<file path="config.mk">
export PLATFORM = sky130hd
export DESIGN_NAME = wildcard_pattern_matcher_top
export DESIGN_NICKNAME = d
export VERILOG_FILES = /design/src/hw/rtl/wpm_pkg.sv /design/src/hw/rtl/wpm_ram.sv /design/src/hw/rtl/wpm_seq.sv /design/src/hw/rtl/wildcard_pattern_matcher_top.sv
export SDC_FILE = /design/constraint.sdc
export NUM_CORES = 2
export LEC_CHECK = 0
export BUFFER_PORTS_ARGS = -buffer_cell sky130_fd_sc_hd__buf_2
export CELL_PAD_IN_SITES_DETAIL_PLACEMENT = 1
export CELL_PAD_IN_SITES_GLOBAL_PLACEMENT = 1
export CORE_MARGIN = 2
export CORE_UTILIZATION = 40
export DETAILED_ROUTE_END_ITERATION = 12
export GPL_ROUTABILITY_DRIVEN = 1
export PLACE_DENSITY_LB_ADDON = 0.12
export REMOVE_ABC_BUFFERS = 1
export SYNTH_ARGS = -nofsm -noshare
export SYNTH_HDL_FRONTEND = slang
export SYNTH_SLANG_ARGS = --single-unit
</file>
<file path="constraint.sdc">
create_clock -name clock -period 7.5 [get_ports clock]
set_input_delay 0.375 -clock clock [delete_from_list [all_inputs] [get_ports clock]]
set_output_delay 0.375 -clock clock [all_outputs]
set_load 0.005 [all_outputs]
</file>
<file path="src/hw/rtl/wpm_pkg.sv">
// Shared types, constants and helpers for the wildcard pattern matcher.
// No dependencies; used by wpm_seq and the top level of the block.
`timescale 1ns / 1ps
`default_nettype none

package wpm_pkg;

   // Store sizes
   localparam int PATTERN_MAX = 64;
   localparam int TARGET_MAX  = 256;

   // Address widths and length widths (a length can equal the store depth)
   localparam int PAT_AW = $clog2(PATTERN_MAX);
   localparam int TGT_AW = $clog2(TARGET_MAX);
   localparam int PLEN_W = $clog2(PATTERN_MAX + 1);
   localparam int TLEN_W = $clog2(TARGET_MAX + 1);
   localparam int POS_W  = 9;
   localparam int CH_W   = 8;

   // Command codes
   localparam logic [1:0] CMD_PAT = 2'd0;
   localparam logic [1:0] CMD_TGT = 2'd1;
   localparam logic [1:0] CMD_RUN = 2'd2;

   // Wildcard characters
   localparam logic [CH_W-1:0] CH_STAR = 8'h2A;
   localparam logic [CH_W-1:0] CH_QUES = 8'h3F;
   localparam logic [CH_W-1:0] CH_NUL  = 8'h00;

   // Match result from the sequencer
   typedef struct packed {
      logic             strobe;
      logic [POS_W-1:0] pos;
   } wpm_res_type;

   // ASCII upper-casing unless comparison is exact
   function automatic logic [CH_W-1:0] fold(input logic [CH_W-1:0] b, input logic exact);
      logic [CH_W-1:0] r;
      r = b;
      if (!exact && (b >= 8'h61) && (b <= 8'h7A)) begin
         r = b - 8'h20;
      end
      return r;
   endfunction

endpackage

`default_nettype wire

</file>
<file path="src/hw/rtl/wpm_ram.sv">
// Generic single-port-write, single-port-read RAM with registered read data.
// No dependencies.
`timescale 1ns / 1ps
`default_nettype none

module wpm_ram #(
   parameter int DEPTH = 64,
   parameter int WIDTH = 8,
   parameter int AW    = $clog2(DEPTH)
) (
   input  wire logic             clock,
   input  wire logic             we,
   input  wire logic [AW-1:0]    waddr,
   input  wire logic [WIDTH-1:0] wdata,
   input  wire logic [AW-1:0]    raddr,
   output logic      [WIDTH-1:0] rdata
);

   logic [WIDTH-1:0] mem_ff [DEPTH];
   logic [WIDTH-1:0] rdata_ff;

   // Write port
   always_ff @(posedge clock) begin
      if (we) begin
         mem_ff[waddr] <= wdata;
      end
   end

   // Read port, registered read data
   always_ff @(posedge clock) begin
      rdata_ff <= mem_ff[raddr];
   end

   assign rdata = rdata_ff;

endmodule

`default_nettype wire

</file>
<file path="src/hw/rtl/wpm_seq.sv">
// Match sequencer: walks pattern and target memories with star backtracking.
// Depends on wpm_pkg.
`timescale 1ns / 1ps
`default_nettype none

module wpm_seq import wpm_pkg::*; (
   input  wire logic              clock,
   input  wire logic              reset,
   input  wire logic              run_go,
   input  wire logic [PLEN_W-1:0] plen,
   input  wire logic [TLEN_W-1:0] tlen,
   input  wire logic              exact,
   input  wire logic [CH_W-1:0]   pat_rdata,
   input  wire logic [CH_W-1:0]   tgt_rdata,
   output logic      [PAT_AW-1:0] pat_raddr,
   output logic      [TGT_AW-1:0] tgt_raddr,
   output logic                   busy,
   output wpm_res_type            res
);

   typedef enum logic [4:0] {
      ST_IDLE  = 5'b00001,
      ST_MATCH = 5'b00010,
      ST_SKIP  = 5'b00100,
      ST_SCAN  = 5'b01000,
      ST_DONE  = 5'b10000
   } state_type;

   state_type         state_ff, state_in;
   logic [PLEN_W-1:0] t_ff, t_in, ts_ff, ts_in;
   logic [TLEN_W-1:0] c_ff, c_in, cs_ff, cs_in;
   logic [TGT_AW-1:0] s_ff, s_in;
   logic              have_s_ff, have_s_in;
   logic              star_ff, star_in;
   logic [CH_W-1:0]   want_ff, want_in;
   logic [POS_W-1:0]  pos_ff, pos_in;

   logic [CH_W-1:0]   pb, tb;
   logic              c_end;
   logic [POS_W-1:0]  hit_pos;

   // Current characters; reads past the stored length give NUL
   assign pb      = (t_ff < plen) ? pat_rdata : CH_NUL;
   assign c_end   = (c_ff >= tlen);
   assign tb      = c_end ? CH_NUL : tgt_rdata;
   assign hit_pos = have_s_ff ? (POS_W'(s_ff) + POS_W'(1)) : POS_W'(1);

   // Step logic: one pattern/target decision per cycle
   always_comb begin
      state_in  = state_ff;
      t_in      = t_ff;
      c_in      = c_ff;
      ts_in     = ts_ff;
      cs_in     = cs_ff;
      s_in      = s_ff;
      have_s_in = have_s_ff;
      star_in   = star_ff;
      want_in   = want_ff;
      pos_in    = pos_ff;
      unique case (state_ff)
         ST_IDLE: begin
            if (run_go) begin
               state_in  = ST_MATCH;
               t_in      = '0;
               c_in      = '0;
               ts_in     = '0;
               cs_in     = '0;
               have_s_in = 1'b0;
               star_in   = 1'b0;
            end
         end
         ST_MATCH: begin
            if (pb == CH_NUL) begin
               // End of pattern
               if (c_end) begin
                  pos_in   = hit_pos;
                  state_in = ST_DONE;
               end else if (!star_ff) begin
                  pos_in   = '0;
                  state_in = ST_DONE;
               end else begin
                  t_in = ts_ff;
                  c_in = cs_ff + TLEN_W'(1);
                  if (ts_ff == '0) have_s_in = 1'b0;
               end
            end else if (pb == CH_QUES) begin
               if (c_end) begin
                  pos_in   = '0;
                  state_in = ST_DONE;
               end else begin
                  if (!have_s_ff) begin
                     s_in      = c_ff[TGT_AW-1:0];
                     have_s_in = 1'b1;
                  end
                  t_in = t_ff + PLEN_W'(1);
                  c_in = c_ff + TLEN_W'(1);
               end
            end else if (pb == CH_STAR) begin
               ts_in    = t_ff;
               t_in     = t_ff + PLEN_W'(1);
               state_in = ST_SKIP;
            end else begin
               // Literal character
               if (!c_end && (fold(pb, exact) == fold(tb, exact))) begin
                  t_in = t_ff + PLEN_W'(1);
                  c_in = c_ff + TLEN_W'(1);
                  if (!have_s_ff) begin
                     s_in      = c_ff[TGT_AW-1:0];
                     have_s_in = 1'b1;
                  end
               end else if (!star_ff) begin
                  pos_in   = '0;
                  state_in = ST_DONE;
               end else begin
                  t_in = ts_ff;
                  c_in = cs_ff + TLEN_W'(1);
                  if (ts_ff == '0) have_s_in = 1'b0;
               end
            end
         end
         ST_SKIP: begin
            // Absorb the run of wildcards after a star
            if ((pb == CH_QUES) || (pb == CH_STAR)) begin
               t_in = t_ff + PLEN_W'(1);
            end else if (pb == CH_NUL) begin
               pos_in   = hit_pos;
               state_in = ST_DONE;
            end else begin
               want_in  = pb;
               state_in = ST_SCAN;
            end
         end
         ST_SCAN: begin
            // Advance through the target until the wanted character
            if (c_end) begin
               pos_in   = '0;
               state_in = ST_DONE;
            end else if (fold(tb, exact) == fold(want_ff, exact)) begin
               star_in = 1'b1;
               cs_in   = c_ff;
               if (!have_s_ff) begin
                  s_in      = c_ff[TGT_AW-1:0];
                  have_s_in = 1'b1;
               end
               state_in = ST_MATCH;
            end else begin
               c_in = c_ff + TLEN_W'(1);
            end
         end
         ST_DONE: begin
            state_in = ST_IDLE;
         end
         default: begin
            state_in = ST_IDLE;
         end
      endcase
   end

   // Control state
   always_ff @(posedge clock) begin
      if (reset) begin
         state_ff <= ST_IDLE;
      end else begin
         state_ff <= state_in;
      end
   end

   // Datapath registers
   always_ff @(posedge clock) begin
      t_ff      <= t_in;
      c_ff      <= c_in;
      ts_ff     <= ts_in;
      cs_ff     <= cs_in;
      s_ff      <= s_in;
      have_s_ff <= have_s_in;
      star_ff   <= star_in;
      want_ff   <= want_in;
      pos_ff    <= pos_in;
   end

   // Read addresses follow the next indexes so data lines up with t_ff/c_ff
   assign pat_raddr  = t_in[PAT_AW-1:0];
   assign tgt_raddr  = c_in[TGT_AW-1:0];
   assign busy       = (state_ff != ST_IDLE);
   assign res.strobe = (state_ff == ST_DONE);
   assign res.pos    = pos_ff;

endmodule

`default_nettype wire

</file>
<file path="src/hw/rtl/wildcard_pattern_matcher_top.sv">
// Top level of the wildcard pattern matcher: command port, string stores, config.
// Depends on wpm_pkg, wpm_ram and wpm_seq.
`timescale 1ns / 1ps
`default_nettype none

// Wildcard pattern matcher. Commands are taken when start is high and busy is
// low. A run steps the match sequencer, where each step reads one pattern
// byte and one target byte from the two string memories; with star
// backtracking a run can revisit parts of both strings. The result appears
// on the rsp_ ports for exactly one cycle with rsp_strobe high and must be
// captured then: the receiver cannot stall it. Both strings and the overflow
// flag are cleared when the result is shown. No memory clearing pass is
// needed after reset.
module wildcard_pattern_matcher_top import wpm_pkg::*; (
   input  wire logic             clock,
   input  wire logic             reset,
   input  wire logic             start,
   output logic                  busy,
   input  wire logic [1:0]       req_cmd,
   input  wire logic [CH_W-1:0]  req_ch,
   output logic                  rsp_strobe,
   output logic      [POS_W-1:0] rsp_match_pos,
   output logic                  rsp_overflow,
   input  wire logic             csr_valid,
   output logic                  csr_ready,
   input  wire logic             csr_case_sensitive
);

   logic [PLEN_W-1:0] plen_ff, plen_in;
   logic [TLEN_W-1:0] tlen_ff, tlen_in;
   logic              ovf_ff, ovf_in;
   logic              exact_ff;

   logic              accept, append, pat_full, tgt_full, pat_we, tgt_we, run_go;
   logic [PAT_AW-1:0] pat_raddr;
   logic [TGT_AW-1:0] tgt_raddr;
   logic [CH_W-1:0]   pat_rdata, tgt_rdata;
   wpm_res_type       res;

   // Command decode
   assign accept   = start && !busy;
   assign append   = accept && (req_ch != CH_NUL);
   assign pat_full = (plen_ff == PLEN_W'(PATTERN_MAX));
   assign tgt_full = (tlen_ff == TLEN_W'(TARGET_MAX));
   assign pat_we   = append && (req_cmd == CMD_PAT) && !pat_full;
   assign tgt_we   = append && (req_cmd == CMD_TGT) && !tgt_full;
   assign run_go   = accept && (req_cmd == CMD_RUN);

   // Lengths and overflow; cleared as the result is transferred
   always_comb begin
      plen_in = plen_ff;
      tlen_in = tlen_ff;
      ovf_in  = ovf_ff;
      if (res.strobe) begin
         plen_in = '0;
         tlen_in = '0;
         ovf_in  = 1'b0;
      end else begin
         if (pat_we) plen_in = plen_ff + PLEN_W'(1);
         if (tgt_we) tlen_in = tlen_ff + TLEN_W'(1);
         if (append && (((req_cmd == CMD_PAT) && pat_full) ||
                        ((req_cmd == CMD_TGT) && tgt_full))) begin
            ovf_in = 1'b1;
         end
      end
   end

   always_ff @(posedge clock) begin
      if (reset) begin
         plen_ff  <= '0;
         tlen_ff  <= '0;
         ovf_ff   <= 1'b0;
         exact_ff <= 1'b0;
      end else begin
         plen_ff <= plen_in;
         tlen_ff <= tlen_in;
         ovf_ff  <= ovf_in;
         if (csr_valid && csr_ready) begin
            exact_ff <= csr_case_sensitive;
         end
      end
   end

   assign csr_ready = 1'b1;

   // String stores
   wpm_ram #(.DEPTH(PATTERN_MAX), .WIDTH(CH_W)) u_pat_ram (
      .clock (clock),
      .we    (pat_we),
      .waddr (plen_ff[PAT_AW-1:0]),
      .wdata (req_ch),
      .raddr (pat_raddr),
      .rdata (pat_rdata)
   );

   wpm_ram #(.DEPTH(TARGET_MAX), .WIDTH(CH_W)) u_tgt_ram (
      .clock (clock),
      .we    (tgt_we),
      .waddr (tlen_ff[TGT_AW-1:0]),
      .wdata (req_ch),
      .raddr (tgt_raddr),
      .rdata (tgt_rdata)
   );

   // Match sequencer
   wpm_seq u_seq (
      .clock     (clock),
      .reset     (reset),
      .run_go    (run_go),
      .plen      (plen_ff),
      .tlen      (tlen_ff),
      .exact     (exact_ff),
      .pat_rdata (pat_rdata),
      .tgt_rdata (tgt_rdata),
      .pat_raddr (pat_raddr),
      .tgt_raddr (tgt_raddr),
      .busy      (busy),
      .res       (res)
   );

   assign rsp_strobe    = res.strobe;
   assign rsp_match_pos = res.pos;
   assign rsp_overflow  = ovf_ff;

   // A run command starts the sequencer
   a_run_busy: assert property (@(posedge clock) disable iff (reset)
      run_go |=> busy)
      else $error("run transfer did not start the sequencer");

   // Results only come out of a running sequencer, which then goes idle
   a_strobe_busy: assert property (@(posedge clock) disable iff (reset)
      rsp_strobe |-> (busy ##1 !busy))
      else $error("result strobe outside a run");

   // Stores are empty after a result
   a_clear: assert property (@(posedge clock) disable iff (reset)
      rsp_strobe |=> ((plen_ff == '0) && (tlen_ff == '0) && !ovf_ff))
      else $error("strings not cleared after result");

   // No store writes while a run reads them
   a_no_write_busy: assert property (@(posedge clock) disable iff (reset)
      busy |-> (!pat_we && !tgt_we))
      else $error("store written during a run");

endmodule

`default_nettype wire

</file>
Word-level counts from Yosys, hierarchy flattened
Memories as Yosys holds them, arrays and structs flattened. A register that Yosys moved wholly into a read port is not among the register bits.
Cells that the tools add are included.
{ "word_totals": {"wordCells": 211, "mem_bits_rw": 2560, "input_bits": 15, "output_inout_bits": 13, "register_bits": 82, "n_memories": 2} }
{ "memory_table": {"columns": ["name", "depth", "width", "rd", "rd_clocked_by_memory_dff", "wr", "line_no", "source"], "rows": [
  ["u_tgt_ram.mem_ff", 256, 8, 1, 1, 1, "wpm_ram.sv:19", "logic [WIDTH-1:0] mem_ff [DEPTH];"],
  ["u_pat_ram.mem_ff", 64, 8, 1, 1, 1, "wpm_ram.sv:19", null]
]} }
{ "classes": {"n_eq_ne": 33, "n_bitwise": 2, "add_sub_neg": 9, "muxes": 97, "reduce_logical": 44, "n_lt_le_gt_ge": 8} }
{ "ops": {"columns": ["op", "count"], "rows": [
  ["$mux 9", 23],
  ["$mux 8", 25],
  ["$mux 7", 13],
  ["$mux 5", 12],
  ["$pmux 9 s3", 2],
  ["$add 9x1->9 const B", 3],
  ["$ge 8x7->1 const B", 3],
  ["$le 8x7->1 const B", 3],
  ["$sub 8x6->8 const B", 3],
  ["$pmux 7 s3", 1],
  ["$reduce_and 7->1", 3],
  ["$pmux 5 s4", 1],
  ["$reduce_and 5->1", 4],
  ["$pmux 9 s2", 1],
  ["$logic_and 1x1->1", 17],
  ["$eq 8x6->1 const B", 2],
  ["$eq 8x8->1", 2],
  ["$pmux 8 s2", 1],
  ["$mux 1", 15],
  ["$add 7x1->7 const B", 2],
  ["$pmux 7 s2", 1],
  ["$ne 2x2->1 const B", 6],
  ["$add 8x1->9 const B", 1],
  ["$eq 9x9->1 const B", 1],
  ["32 further kinds", 48]
]} }

Longest topological paths before layout
{ "depth": {"depth_word": 17, "depth_mapped": 31, "mapped_depth_nobuf": 23} }

Cells and area by module
A second synthesis with hierarchy kept.
{ "hier_totals": {"cells_unflattened": 5463, "area_unflattened_um2": 106149.3} }
{ "by_module_without_submodules": {"columns": ["mod", "seq_area_each_um2", "cells_each", "n_inst", "area_per_inst_um2"], "rows": [
  ["wpm_ram at u_tgt_ram", 61659.1, 3733, 1, 79556.3],
  ["wpm_ram at u_pat_ram", 15534.9, 972, 1, 20190.6],
  ["wpm_seq", 1731.7, 637, 1, 5356.4],
  ["wildcard_pattern_matcher_top", 360.3, 121, 1, 1046.0]
]} }

Least setup slack after synthesis
Ideal clock, no wire load.
{ "synth_timing": {"kind": "register -> register", "start": "reg tlen_ff[6]", "end": "reg u_pat_ram.rdata_ff[0] (netlist: u_pat_ram.rdata[0]) (read register of u_pat_ram.mem_ff)", "stages_incl_launch_ff": 28, "period_less_slack_ps": 6056, "arrival_time_ps": 5918, "setup_time_ps": 138, "setup_slack_ps": 1444, "path_buffers": 6, "required_time_ps": 7362, "cell_sequence": "dfxtp_1 -> clkbuf_1 -> inv_1 -> ha_1 -> and4_1 -> a221o_1 -> a21oi_2 -> clkbuf_1 -> buf_1 -> nand2_1 -> ha_1 -> nand2_1 -> or4_4 -> nand3_1 -> xor2_1 -> or3_4 -> buf_4 -> nand2_1 -> mux2_2 -> o21ai_1 -> a21oi_1 -> a221oi_1 -> buf_2 -> buf_2 -> mux2i_1 -> mux2i_1 -> mux2i_1 -> mux2i_1"} }
{ "synth_via": {"elab_chain_cells": 17, "word_cells_on_any_way": 22, "cone_classes": "add/sub: 1; order compare: 3; eq/ne: 1; mux: 13; reduce/logical: 4"} }
{ "synth_rtl": {"columns": ["element", "line_no", "source"], "rows": [
  ["start, declared", "wildcard_pattern_matcher_top.sv:30", "logic [TLEN_W-1:0] tlen_ff, tlen_in;"],
  ["start signal, assigned", "wildcard_pattern_matcher_top.sv:76", "tlen_ff <= tlen_in;"],
  ["$ge 9x9->1 *", "wpm_seq.sv:44", "assign c_end = (c_ff >= tlen);"],
  ["$mux 8", "wpm_seq.sv:45", "assign tb = c_end ? CH_NUL : tgt_rdata;"],
  ["$ge 8x7->1", "wpm_pkg.sv:40", "if (!exact && (b >= 8'h61) && (b <= 8'h7A)) begin"],
  ["$logic_and 1x1->1 (2 in a row)", "wpm_pkg.sv:40", null],
  ["$mux 8", "wpm_pkg.sv:40", null],
  ["$mux 8", "wpm_seq.sv:98", "end else if (pb == CH_STAR) begin"],
  ["$mux 8", "wpm_seq.sv:86", "end else if (pb == CH_QUES) begin"],
  ["$mux 8", "wpm_seq.sv:73", "if (pb == CH_NUL) begin"],
  ["$mux 8", "wpm_seq.sv:60", "unique case (state_ff)"],
  ["$eq 8x8->1", "wpm_seq.sv:104", "if (!c_end && (fold(pb, exact) == fold(tb, exact))) begin"],
  ["$logic_and 1x1->1", "wpm_seq.sv:104", null],
  ["$mux 7", "wpm_seq.sv:104", null],
  ["$mux 7", "wpm_seq.sv:98", null],
  ["$mux 7", "wpm_seq.sv:86", null],
  ["$mux 7 *", "wpm_seq.sv:73", null],
  ["$pmux 7 s3 *", "wpm_seq.sv:60", null],
  ["end, declared", "wpm_ram.sv:20", "logic [WIDTH-1:0] rdata_ff;"]
]} }
Mark *: on every way between the ends. The rest lies on a longest branch, timed or not. The select of a mux whose other input is x is not followed.
A chain may end at the register's enable or synchronous reset.

Worst setup path in the final report
{ "layout_timing": {"start": "reg u_seq.c_ff[8]", "end": "reg u_tgt_ram.rdata_ff[6] (netlist: u_tgt_ram.rdata[6]) (read register of u_tgt_ram.mem_ff)"} }
{ "layout_via": {"elab_chain_cells": 17, "word_cells_on_any_way": 27, "cone_classes": "add/sub: 1; order compare: 3; eq/ne: 2; mux: 17; reduce/logical: 4"} }
{ "layout_rtl": {"columns": ["element", "line_no", "source"], "rows": [
  ["start, declared", "wpm_seq.sv:31", "logic [TLEN_W-1:0] c_ff, c_in, cs_ff, cs_in;"],
  ["start signal, assigned", "wpm_seq.sv:171", "c_ff <= c_in;"],
  ["$ge 9x9->1 *", "wpm_seq.sv:44", null],
  ["$mux 8", "wpm_seq.sv:45", null],
  ["$ge 8x7->1", "wpm_pkg.sv:40", null],
  ["$logic_and 1x1->1 (2 in a row)", "wpm_pkg.sv:40", null],
  ["$mux 8", "wpm_pkg.sv:40", null],
  ["$mux 8", "wpm_seq.sv:98", null],
  ["$mux 8", "wpm_seq.sv:86", null],
  ["$mux 8", "wpm_seq.sv:73", null],
  ["$mux 8", "wpm_seq.sv:60", null],
  ["$eq 8x8->1", "wpm_seq.sv:104", null],
  ["$logic_and 1x1->1", "wpm_seq.sv:104", null],
  ["$mux 9", "wpm_seq.sv:104", null],
  ["$mux 9", "wpm_seq.sv:98", null],
  ["$mux 9", "wpm_seq.sv:86", null],
  ["$mux 9", "wpm_seq.sv:73", null],
  ["$pmux 9 s3 *", "wpm_seq.sv:60", null],
  ["end, declared", "wpm_ram.sv:20", null]
]} }
Marks and branches as above.

==> impl_metrics.csv <==
group,metric,value,unit
die,num_rows,192,
run_status,status,"completed",
yosys,ys_seq_area_frac,0.7213,
global_routing,grt_pass1_vias,67470,
die,die-area,279000,um^2
die,die_w,528.2,um
drt,routed_wl,344300,um
layout,final_cell_mix,"edfxtp_1, nand2_1, mux2i_1, nand3_1, nor2_1",
clocking,cts_setup_buffers,0,
sta,finClkSkew,0.05249,ns
drt,drc_errors,0,
yosys,synthMuxAreaShare,0.1006,
yosys,synth_top_area_frac,0.7116,
power,power_leakage,0.04669,uW
global_routing,overflow,0,
yosys,synth-main-ff-cell,"edfxtp_1",
sta,max_freq,0.1377,GHz
clocking,htreeDepth,5,
yosys,synth_seq_cells,2658,
power,vdd_drop_max,0.2571,mV
yosys,synth_fa_ha_area_frac,0.003187,
global_routing,grt_pass1_wl,495100,um
yosys,synth_top_family_by_area,"simple AND/OR/NAND/NOR gates",
sta,fin_crit,7.263,ns
setup_path,slowest_delay,0.76,ns
drt,routedWlPerCell,29.61,um
global_routing,globalRouteMet2Util,0.3844,
yosys,syn_area_per_cell,14.33,um^2
yosys,syn-cell-area,109900,um^2
yosys,synth_edf_count,2605,
setup_path,cp.required,8.25,ns
sta,setup_tns,0,ns
global_routing,use_met1,0.3471,
die,die-height,528.2,um
drt,viasPerCell,5.671,
clocking,cts.sinks,2658,
sta,worst_pin_slew,1.257,ns
clocking,clkSlewWorstSetupHoldPaths,0.06,ns
yosys,synth_simple_gate_area_frac,0.1047,
sta,setup_viol,0,
setup_path,critPathBufInv,3,
drt,drt_first_iter_violations,5926,
drt,dr.pass1.iters,5,
setup_path,crit_family,"simple AND/OR/NAND/NOR gates",
clocking,insertion_delay,0.91,ns
global_routing,track_usage,0.2429,
yosys,synth_compound_area_frac,0.04282,
layout,layout-drive-gt1-share,0.09516,
setup_path,crit_path_end_kind,"flop",
power,power,37650,uW
placement,io_buffers,26,
drt,vias,65950,
yosys,synth.distinct_cells,91,
setup_path,critPathArrivalTime,8.01,ns
clocking,cts_made_buffers,294,
global_routing,antenna_found_initial,13,
power,power_density,302.5,nW/um^2
die,coreArea,273400,um^2
layout,instances_no_fill,11630,
sta,setup_ws,0.2371,ns
global_routing,grt-busiest-layer,"met2",
yosys,synthCells,7672,
drt,ant_nets,0,
placement,gp_congestion,0.8834,
sta,drv_slew,0,
die,initial_core_util,0.4021,
layout,final_common_cell,"edfxtp_1",
clocking,cts_tree,"yes",
setup_path,worst_setup_path_start_kind,"flop",
placement,dp.cells,11090,
die,io_pins,28,
placement,pre_cts_ws,0.2097,ns
sta,period_share,0.9684,
yosys,synth_xor_area_frac,0.003665,
setup_path,crit_slowest_cell,"a311oi_1",
clocking,cts_max_path_buffers,4,
clocking,cts-root-buf,"clkbuf_16",
setup_path,rrSetupSlack,0.24,ns
sta,hold_viol,0,
yosys,yosys-top-cells-area,"edfxtp_1, mux2i_1, nand2_1",
yosys,yosys_warnings,0,
run,drv_cap,0,
sta,fin_hold_ws,0.2270,ns
hold_path,hp-class,"input port to flop",
setup_path,worst-path-max-fanout,77,
setup_path,crit_type,"flop to flop",
sta,slew_headroom,0.1591,
global_routing,grt_max_degree,155,
yosys,synthArstFlopShare,0,
layout,nNetsFinal,7855,
global_routing,met3_usage,0.04047,
placement,hpwlAfterDp,218300,um
layout,area_growth,13.20,%
setup_path,path_cells,"ha_1 -> and4_1 -> a221o_1 -> a211oi_2 -> inv_1 -> ha_1 -> nand2_1 -> or4_4 -> nand3_1 -> xor2_1 -> or3_4 -> or3_1 -> a31oi_1 -> and2_4 -> buf_12 -> buf_12 -> nand3_1 -> and3_1 -> a311oi_1 -> nor4_1 -> nor3_1 -> o32ai_1",
sta,grt_setup_unrepaired,"no",
yosys,yosys.area.top_type,"edfxtp_1",
worst register-to-register path: cells and delay by family, from the launching register on:
kind / cells / cell delay (ns)
DFF: 1 / 0.49
and+or+nand+nor: 11 / 3.37
buffers and inverters: 3 / 0.69
adders and majority gates: 2 / 0.63
AOI/OAI and AO/OA: 5 / 1.83
xor gates and xnor gates: 1 / 0.14
power breakdown:
part           total (uW)  internal (uW)  switching, uW  leakage (uW)
sequential          16700          16400            220        0.0239
combinational        6830           2180           4650        0.0183
clock               14200           8130           6030       0.00452
metal layers:
metal | share of wire | up-vias
li1 | - | 29240
met5 | 0.00012 | -
met1 | 0.45 | 34500
met2 | 0.46 | 1789
met4 | 0.025 | 6
met3 | 0.058 | 416
worst paths after layout:
| check | startpoint | end | cells past startpoint |
|---|---|---|---|
| min reg2reg | rsp_overflow | rsp_overflow | 2 |
| min | req_ch[1] | u_tgt_ram.mem_ff[83][1] | 2 |
| max reg2reg | u_seq.c_ff[8] | u_tgt_ram.rdata[6] | 22 |
| max | u_seq.c_ff[8] | u_tgt_ram.rdata[6] | 22 |
per-stage QoR:
stage	area, um^2	utilization
2_1_floorplan	107500	-
3_5_place_dp	115000	0.4208
3_3_place_gp	115000	0.4208
5_1_grt	124400	0.4552
6_report	124400	0.4552
4_1_cts	124400	0.4551
synthesized netlist by cell type (16+ instances only):
master,count
a32oi_1,44
a2111oi_0,22
buf_1,35
a22oi_1,17
o211ai_1,27
buf_2,226
buf_4,36
o2111ai_1,46
a311oi_1,36
or3_1,18
ha_1,28
edfxtp_1,2605
a31oi_1,38
and3_1,73
nand3_1,539
nand4_1,103
mux2i_1,1103
nand2_1,1385
and2_1,23
inv_1,45
a211o_1,20
buf_6,29
clkbuf_1,141
o221ai_1,26
o21ai_0,57
xor2_1,16
a221o_1,45
a21oi_1,146
xnor2_1,30
dfxtp_1,53
nor2_1,451
nor3_1,26
cell type report:
type                    count  area [um^2]
clock inverters           130         1214
clock buffers             393         8029
fillers                 26920       148900
multi-input cells        4491        28240
inverters                  55        231.5
well taps                3589         4491
diodes                      1        2.502
flip-flops and latches   2658        79290
repair buffers            312         2943
state kept, by name, summed over array words and instances, names as in the netlist:
name	flops
u_seq.want_ff	8
u_seq.state_ff	5
rsp_overflow	1
u_seq.star_ff	1
u_seq.t_ff	7
u_seq.ts_ff	7
exact_ff	1
u_pat_ram.mem_ff	512
u_tgt_ram.rdata	8
u_seq.pos_ff	9
u_seq.have_s_ff	1
u_seq.s_ff	8
tlen_ff	9
u_pat_ram.rdata	8
u_seq.c_ff	9
u_seq.cs_ff	9
plen_ff	7
u_tgt_ram.mem_ff	2048
logic make-up after synthesis:
group                    count (synthesis)
other                                    1
XOR/XNOR                                46
adder cells (fa/ha/maj)                 28
flip-flops                            2658
multiplexers                          1105
buffers and inverters                  523
AO/OA/AOI/OAI                          639
AND/OR/NAND/NOR                       2672
what timing repair did:
action,4_1_cts,5_1_grt
hold buffers,14,0
gates resized for setup,0,1
setup endpoints to repair,0,1
hold endpoints to repair,143,0
Power figures use the tool's default switching activity.
